[src/rtl/core/mcmp_pkg.sv]
// Package for the MIDI channel message parser.
// Message kind codes, status decode and the result record; no dependencies.
`default_nettype none

package mcmp_pkg;

  localparam int unsigned ByteW   = 8;
  localparam int unsigned KindW   = 3;
  localparam int unsigned ChanW   = 4;
  localparam int unsigned BendW   = 16;
  localparam int unsigned BendSh  = 7;

  localparam logic [ByteW-1:0] StatusBit  = 8'h80;
  localparam logic [ByteW-1:0] HighNibble = 8'hF0;
  localparam logic [ByteW-1:0] LowNibble  = 8'h0F;

  // Status nibbles of the channel voice messages handled here
  localparam logic [3:0] NibNoteOff  = 4'h8;
  localparam logic [3:0] NibNoteOn   = 4'h9;
  localparam logic [3:0] NibCtrlChg  = 4'hB;
  localparam logic [3:0] NibProgChg  = 4'hC;
  localparam logic [3:0] NibChanPres = 4'hD;
  localparam logic [3:0] NibPitchBnd = 4'hE;

  typedef enum logic [KindW-1:0] {
    KIND_NOTE_OFF  = 3'd0,
    KIND_NOTE_ON   = 3'd1,
    KIND_CTRL_CHG  = 3'd2,
    KIND_PROG_CHG  = 3'd3,
    KIND_CHAN_PRES = 3'd4,
    KIND_PITCH_BND = 3'd5,
    KIND_NONE      = 3'd7
  } kind_e;

  typedef struct packed {
    logic [KindW-1:0] kind;
    logic [ChanW-1:0] channel;
    logic [ByteW-1:0] first;
    logic [ByteW-1:0] second;
    logic [BendW-1:0] bend;
  } msg_t;

  function automatic kind_e kind_of(input logic [ByteW-1:0] status);
    logic [3:0] nib;
    kind_e      k;
    nib = 4'((status & HighNibble) >> 4);
    case (nib)
      NibNoteOff:  k = KIND_NOTE_OFF;
      NibNoteOn:   k = KIND_NOTE_ON;
      NibCtrlChg:  k = KIND_CTRL_CHG;
      NibProgChg:  k = KIND_PROG_CHG;
      NibChanPres: k = KIND_CHAN_PRES;
      NibPitchBnd: k = KIND_PITCH_BND;
      default:     k = KIND_NONE;
    endcase
    return k;
  endfunction

  // Program change and channel pressure carry one data byte, the rest two
  function automatic logic needs_two(input kind_e k);
    return !(k == KIND_PROG_CHG || k == KIND_CHAN_PRES);
  endfunction

endpackage

`default_nettype wire

[src/rtl/core/mcmp_decoder.sv]
// Parser state and message assembly, one byte per transfer.
// Depends on mcmp_pkg.
`default_nettype none

module mcmp_decoder (
  input  wire logic                        clk_i,
  input  wire logic                        rst_ni,
  input  wire logic                        byte_valid_i,
  input  wire logic [mcmp_pkg::ByteW-1:0]  byte_i,
  output logic                             res_valid_o,
  output mcmp_pkg::msg_t                   res_o
);

  logic                       in_msg_q, in_msg_d;
  logic [mcmp_pkg::ByteW-1:0] status_q, status_d;
  logic [mcmp_pkg::ByteW-1:0] first_q, first_d;
  logic [1:0]                 held_q, held_d;

  mcmp_pkg::kind_e            kind;
  logic [mcmp_pkg::ByteW-1:0] first, second;
  logic [mcmp_pkg::BendW-1:0] bend;

  assign kind = mcmp_pkg::kind_of(status_q);
  assign bend = mcmp_pkg::BendW'(first) | (mcmp_pkg::BendW'(second) << mcmp_pkg::BendSh);

  always_comb begin
    in_msg_d    = in_msg_q;
    status_d    = status_q;
    first_d     = first_q;
    held_d      = held_q;
    res_valid_o = 1'b0;
    first       = first_q;
    second      = byte_i;
    if (byte_valid_i) begin
      if (!in_msg_q) begin
        if ((byte_i & mcmp_pkg::StatusBit) != '0) begin
          status_d = byte_i;
          if (mcmp_pkg::kind_of(byte_i) == mcmp_pkg::KIND_NONE) begin
            held_d = 2'd0;
          end else begin
            in_msg_d = 1'b1;
            held_d   = 2'd1;
          end
        end
      end else if (kind == mcmp_pkg::KIND_NONE || held_q == 2'd0 || held_q == 2'd3) begin
        // unreachable state: drop back to idle
        in_msg_d = 1'b0;
        held_d   = 2'd0;
      end else if (held_q == 2'd1) begin
        first_d = byte_i;
        if (mcmp_pkg::needs_two(kind)) begin
          held_d = 2'd2;
        end else begin
          first       = byte_i;
          second      = '0;
          res_valid_o = 1'b1;
          in_msg_d    = 1'b0;
          held_d      = 2'd0;
        end
      end else begin
        in_msg_d    = 1'b0;
        held_d      = 2'd0;
        res_valid_o = mcmp_pkg::needs_two(kind);
      end
    end
  end

  always_comb begin
    res_o.kind    = kind;
    res_o.channel = mcmp_pkg::ChanW'(status_q & mcmp_pkg::LowNibble);
    res_o.first   = first;
    res_o.second  = second;
    res_o.bend    = (kind == mcmp_pkg::KIND_PITCH_BND) ? bend : '0;
  end

  always_ff @(posedge clk_i or negedge rst_ni) begin
    if (!rst_ni) begin
      in_msg_q <= 1'b0;
      status_q <= '0;
      first_q  <= '0;
      held_q   <= 2'd0;
    end else begin
      in_msg_q <= in_msg_d;
      status_q <= status_d;
      first_q  <= first_d;
      held_q   <= held_d;
    end
  end

endmodule

`default_nettype wire

[src/rtl/core/mcmp_out_buf.sv]
// Result register with a skid entry so the input side keeps moving
// while a result waits. Depends on mcmp_pkg.
`default_nettype none

module mcmp_out_buf (
  input  wire logic           clk_i,
  input  wire logic           rst_ni,
  input  wire logic           res_valid_i,
  input  wire mcmp_pkg::msg_t res_i,
  output logic                full_o,
  output logic                out_valid_o,
  input  wire logic           out_stall_i,
  output mcmp_pkg::msg_t      out_o
);

  logic           out_vld_q, skid_vld_q;
  mcmp_pkg::msg_t out_q, skid_q;
  logic           out_free;

  assign out_free    = !out_vld_q || !out_stall_i;
  assign full_o      = skid_vld_q;
  assign out_valid_o = out_vld_q;
  assign out_o       = out_q;

  always_ff @(posedge clk_i or negedge rst_ni) begin
    if (!rst_ni) begin
      out_vld_q  <= 1'b0;
      skid_vld_q <= 1'b0;
    end else if (out_free) begin
      out_vld_q  <= skid_vld_q || res_valid_i;
      skid_vld_q <= 1'b0;
    end else if (res_valid_i) begin
      skid_vld_q <= 1'b1;
    end
  end

  always_ff @(posedge clk_i) begin
    if (out_free) begin
      out_q <= skid_vld_q ? skid_q : res_i;
    end else if (res_valid_i) begin
      skid_q <= res_i;
    end
  end

endmodule

`default_nettype wire

[src/rtl/core/midi_channel_message_parser.sv]
// Top level of the MIDI channel voice message parser (no running status).
// Depends on mcmp_pkg, mcmp_decoder and mcmp_out_buf.
//
//   channel | direction | handshake              | payload
//   --------+-----------+------------------------+------------------------------
//   in      | sink      | in_valid_i / in_stall_o | midi_byte_i
//   out     | source    | out_valid_o/ out_stall_i| message_kind_o, midi_channel_o,
//           |           |                        | first_data_o, second_data_o,
//           |           |                        | bend_amount_o
//
// One byte is taken per cycle while the input is not stalled. A completing
// byte's result is registered in the output register, or the skid entry.
// Reset (async, active low) returns the parser to idle and empties the output.
// A stalled result sits in the output register; one more result fits in the
// skid entry, and only while that entry is occupied is the input stalled.
`default_nettype none

module midi_channel_message_parser (
  input  wire logic        clk_i,
  input  wire logic        rst_ni,
  input  wire logic        in_valid_i,
  output logic             in_stall_o,
  input  wire logic [7:0]  midi_byte_i,
  output logic             out_valid_o,
  input  wire logic        out_stall_i,
  output logic [2:0]       message_kind_o,
  output logic [3:0]       midi_channel_o,
  output logic [7:0]       first_data_o,
  output logic [7:0]       second_data_o,
  output logic [15:0]      bend_amount_o
);

  logic           in_xfer;
  logic           res_valid;
  mcmp_pkg::msg_t res, out_msg;

  // a byte transfers when offered and the skid entry is free
  assign in_xfer = in_valid_i && !in_stall_o;

  mcmp_decoder u_decoder (
    .clk_i        (clk_i),
    .rst_ni       (rst_ni),
    .byte_valid_i (in_xfer),
    .byte_i       (midi_byte_i),
    .res_valid_o  (res_valid),
    .res_o        (res)
  );

  mcmp_out_buf u_out_buf (
    .clk_i       (clk_i),
    .rst_ni      (rst_ni),
    .res_valid_i (res_valid),
    .res_i       (res),
    .full_o      (in_stall_o),
    .out_valid_o (out_valid_o),
    .out_stall_i (out_stall_i),
    .out_o       (out_msg)
  );

  assign message_kind_o = out_msg.kind;
  assign midi_channel_o = out_msg.channel;
  assign first_data_o   = out_msg.first;
  assign second_data_o  = out_msg.second;
  assign bend_amount_o  = out_msg.bend;

endmodule

`default_nettype wire

[config.mk]
export PLATFORM = sky130hd
export DESIGN_NAME = midi_channel_message_parser
export DESIGN_NICKNAME = d
export VERILOG_FILES = /design/src/rtl/core/mcmp_pkg.sv /design/src/rtl/core/mcmp_decoder.sv /design/src/rtl/core/mcmp_out_buf.sv /design/src/rtl/core/midi_channel_message_parser.sv
export SDC_FILE = /design/constraint.sdc
export NUM_CORES = 1
export LEC_CHECK = 0
export BUFFER_PORTS_ARGS = -buffer_cell sky130_fd_sc_hd__buf_2
export CELL_PAD_IN_SITES_DETAIL_PLACEMENT = 1
export CELL_PAD_IN_SITES_GLOBAL_PLACEMENT = 1
export CORE_AREA = 5 5 106 108
export DETAILED_ROUTE_END_ITERATION = 8
export DIE_AREA = 0 0 111 113
export PLACE_DENSITY = 0.75
export SYNTH_ARGS = -nofsm -noshare
export SYNTH_HDL_FRONTEND = slang
export SYNTH_SLANG_ARGS = --single-unit
[constraint.sdc]
create_clock -name clk_i -period 5 [get_ports clk_i]
set_clock_uncertainty 0.2 [all_clocks]
set_input_delay 0 -clock clk_i [delete_from_list [all_inputs] [get_ports clk_i]]
set_output_delay 0 -clock clk_i [all_outputs]
set_load 0.005 [all_outputs]
* Word level (Yosys, flattened, before mapping)
Cells that the tools add are included.
** Operators by class
- Equality and inequality tests :: 19
- Multiplexer cells :: 36
- Bitwise gates (word level) :: 4
- Reduce and logical (&&, ||, !) cells :: 17
** Operator list (count)
- 2-to-1 mux 8 bit :: 10
- == test 4 bit (second input constant) :: 12
- 2-to-1 mux 39 bit :: 1
- case mux 3 bit (6 select lines) :: 2
- 2-to-1 mux 16 bit :: 1
- bitwise OR 8 x 15 -> 15 bit :: 1
- 2-to-1 mux 1 bit :: 14
- == test 3 bit (second input constant) :: 4
- 2-to-1 mux 2 bit :: 5
- 2-to-1 mux 3 bit :: 3
- logical OR 1 bit :: 5
- logical NOT 1 bit :: 4
- AND reduction 2 bit :: 2
- AND reduction 4 bit :: 1
- nonzero test 2 bit :: 2
- == test 3 x 2 -> 1 bit (second input constant) :: 1
- inverter 1 bit :: 3
- AND reduction 3 bit :: 1
- == test 2 x 1 -> 1 bit (second input constant) :: 1
- == test 2 bit (second input constant) :: 1
- logical NOT 2 bit :: 1
- logical AND 1 bit :: 1
** Storage, ports and cells
- Bits in registers :: 99
- Input port bits :: 12
- Output and inout port bits :: 41
- Logic and storage cells :: 92

* Logic depth before layout (Yosys ltp)
- Depth in word-level cells :: 12
- Depth in mapped cells :: 6

* Hierarchy
Synthesis repeated with hierarchy kept, for this count alone.
** Second synthesis, totals
- Cells, all modules :: 241
- Area total of the unflattened synthesis :: 4312.9 um^2
** By module, submodules not included
- mcmp_out_buf :: instances 1, cells each 128, area an instance 3094.2 um^2
- mcmp_decoder :: instances 1, cells each 112, area an instance 1204.9 um^2
- midi_channel_message_parser :: instances 1, cells each 1, area an instance 13.8 um^2

* Worst setup path before layout
No wires, ideal clock.
- Path type :: reg2reg
- From :: register u_out_buf.out_vld_q (netlist: u_out_buf.out_valid_o)
- To :: register u_out_buf.skid_q[0] in the netlist's numbering (enable)
- Data arrival time :: 4.001 ns
- Data required time :: 4.320 ns
- Path slack :: 0.318 ns
- Stages on the path, launching flop included :: 3
- Path buffers :: 0
- Path through :: dfrtp_1 nand2_1 nor3_1
** Between the ends
- Word-level cells in the longest chain between the ends :: 4
** Ends and longest elaborated chain
- from (decl) :: line mcmp_out_buf.sv:16 : logic out_vld_q, skid_vld_q;
- from (signal assigned) :: line mcmp_out_buf.sv:30 : out_vld_q <= skid_vld_q || res_valid_i;
- logical NOT 1 bit :: line mcmp_out_buf.sv:20 : assign out_free = !out_vld_q || !out_stall_i;
- logical OR 1 bit :: line mcmp_out_buf.sv:20
- named net u_out_buf.out_free :: line mcmp_out_buf.sv:18 : logic out_free;
- inverter 1 bit (no line)
- AND reduction 2 bit (no line)
- to (signal assigned) :: line mcmp_out_buf.sv:41 : skid_q <= res_i;
- to (decl) :: line mcmp_out_buf.sv:17 : mcmp_pkg::msg_t out_q, skid_q;
The timed path passes the listed nets, and every way through them passes these cells.
A chain may end at the register's enable or synchronous reset.

==> metrics.txt <==
FF-to-FF Start=u_decoder.status_q[5]; Critical Path Start Type=register; Synth warnings=0; CP Launch Point=u_decoder.status_q[5]; syn avg cell area=16.6 um^2; post-synthesis compound-gate area fraction=4.86%; worst min path class=reg -> reg; Worst Path Class, Setup=reg -> reg; Pleak=1.91 nW; setup total negative slack=0 ps; post-synth top area cell=edfxtp_1; fin area=4690 um^2; final worst-path cycle share=49.4%; Arrival @ worst endpoint=2380 ps; ys async rst share=21.6%; P_sw=0.600 mW; share of the synthesized area in the top cell type=57.2%; Core Util, Final=46.2%; clock slew at reported path FFs=80 ps; met1 Track Usage GR=16.9%; largest net degree at the start of global routing=44; clock power share=22.5%; Area growth syn-to-layout=17.4%; drt drc=0; area of the multi-input gates=1120 um^2; combinational power share=23.2%; Design Power=2.18 mW; Gate Count Post-Synth=240; outcome=finished clean; clk_lat worst skew=360 ps; global route hottest layer=met2; crit path capture type=register; Die Width=111 um; commonest non-fill, non-tap cell in the layout=edfxtp_1; drt wl/cell=17.5 um; Max clock buf depth=2; CP max FO=7; fmax=405 MHz; Max-slew headroom=31.6%; Yosys cell types=36; chip height=113 um; max cap viols=0; clock sink total=97; Initial Util=39.4%; total global routing overflow=0; CTS H-tree depth=3; Post-synth EDFFs=76; mux contribution to synthesized area=13.2%; IR Drop Worst-Case VDD=0.173 mV; TritonCTS Buffers=9; Internal Power=1.58 mW; Routed Antenna Nets=0; Placeable Area=10100 um^2; Top FF cell, synth=edfxtp_1; final setup fails=0; Tmin final=2470 ps; drt first pass iters=4; Fill cells=1003; Die ar.=12500 um^2; Row Count=37; GRT met3 Usage=3.96%; most frequent cells in the layout=edfxtp_1 (76), buf_2 (51), mux2_2 (44); Adder-Cell Fraction of Synth Area=0.313%; antenna diode count=0; M2 GR Usage=20.8%; RSZ-0062 raised after global routing=false; Power Dens Cells=466 nW/um^2; sequential area share after synthesis=70.3%; switching share of power=27.5%; largest family of logic cells by synthesized area=multiplexers; xor and xnor area share after synthesis=1.10%; Via density=4.94; IO Pins=53; Reg area=2810 um^2; first-pass GRT wire length=12.6 mm; Critical Path RT=4910 ps; placed cell area=4390 um^2; syn nets=253; share of layout cells above drive strength 1=39.7%; Final Hold Violating Endpoints=0; #FFs+latches synth=97; final wirelength=7.82 mm; initial antenna violation count=0; Buffers on Ports=51; post-DP HPWL=5.03 mm; slew at the pin closest to its max-slew limit=1020 ps; Setup Buffers After CTS=0; Cell Area, Synth=3990 um^2; initial detailed-routing violation count=104; worst hold path startpoint=u_decoder.status_q[1]; simple-gate area share of the yosys netlist=8.43%; Root Driver=clkbuf_8; top post-synthesis cells by area=edfxtp_1 (57%), dfrtp_1 (13%), mux2_2 (12%), and2_1 (3.4%), a22o_1 (3.1%); Seq pwr share=54.3%; Final Net Count=318; RePlAce Congestion=0.730; TritonCTS clock tree=built; Final Max Tran Viols=0; Vias=2205; Tot GR Track Use=12.9%; vias in the first global route=2289
logic make-up after synthesis:
| logic type | Yosys count |
|---|---|
| simple gates | 53 |
| buf+inv | 13 |
| flops | 97 |
| xor+xnor | 5 |
| other cells | 1 |
| mux | 46 |
| compound gates | 24 |
| fa+ha+maj | 1 |
power groups by stage:
stage | clock network [mW] | logic, mW | registers [mW]
6_report | 0.492 | 0.506 | 1.19
5_1_grt | 0.547 | 0.556 | 1.21
4_1_cts | 0.502 | 0.520 | 1.19
3_5_place_dp | 0 | 0.510 | 1.21
3_3_place_gp | 0 | 0.501 | 1.20
2_1_floorplan | 0 | 0.332 | 1.18
area by class of cell:
cell class / instances / share of cell area [%]
Multi-Input combinational cell: 130 / 24.0
Clock inverter: 6 / 1.23
Timing Repair Buffer: 66 / 8.44
Inverter: 1 / 0.0801
Sequential cell: 97 / 59.9
Tap cell: 136 / 3.63
Clock buffer: 10 / 2.72
what timing repair did:
item	CTS	global route
hold buffers	11	0
gates resized for setup	0	0
hold endpoints to repair	79	0
synthesized netlist by cell type, drive strengths merged, types with 3 or more instances:
master,instances
buf,4
dfrtp,21
a22o,14
xnor2,4
edfxtp,76
and2,22
nand2,10
nor2,3
clkbuf,8
mux2,46
nor3,4
worst max-delay path, stage by stage, from the launching register on:
cell and delay [ps]:
dfrtp_1 470, nand3b_4 200, nor3_1 660, mux2_2 420, mux2_2 270
sequential cells by signal, summed over array words and instances (netlist names):
name	cells
u_decoder.first_q	8
u_decoder.held_q	2
u_decoder.in_msg_q	1
u_decoder.status_q	8
u_out_buf.full_o	1
u_out_buf.out_o	38
u_out_buf.out_valid_o	1
u_out_buf.skid_q	38
final timing paths:
kind                       slack [ps]  depth (start not counted)              endpoint
min in group asynchronous         700                          3  u_decoder.first_q[0]
setup / recovery                 2530                          4   u_out_buf.out_o[29]
max in group asynchronous        3270                          3   u_decoder.held_q[1]
setup reg to reg                 2530                          4   u_out_buf.out_o[29]
hold / removal                    280                          0  u_out_buf.skid_q[33]
hold reg to reg                   280                          0  u_out_buf.skid_q[33]
per-layer routing:
metal / part of all wire [%] / up-vias
li1: - / 1022
met1: 47 / 1123
met2: 48 / 52
met3: 4.4 / 8
met4: 0.98 / 0
met5: 0 / -
through the flow:
stage | instances | hold slack, ps | setup WS, ps
floorplan | 240 | -496 | 318
global placement | 419 | -203 | 2560
detailed placement | 419 | -201 | 2500
CTS | 446 | 287 | 2470
global route | 446 | 308 | 2420
finish | 446 | 284 | 2530
No activity file was read; power rests on OpenSTA's default activity.
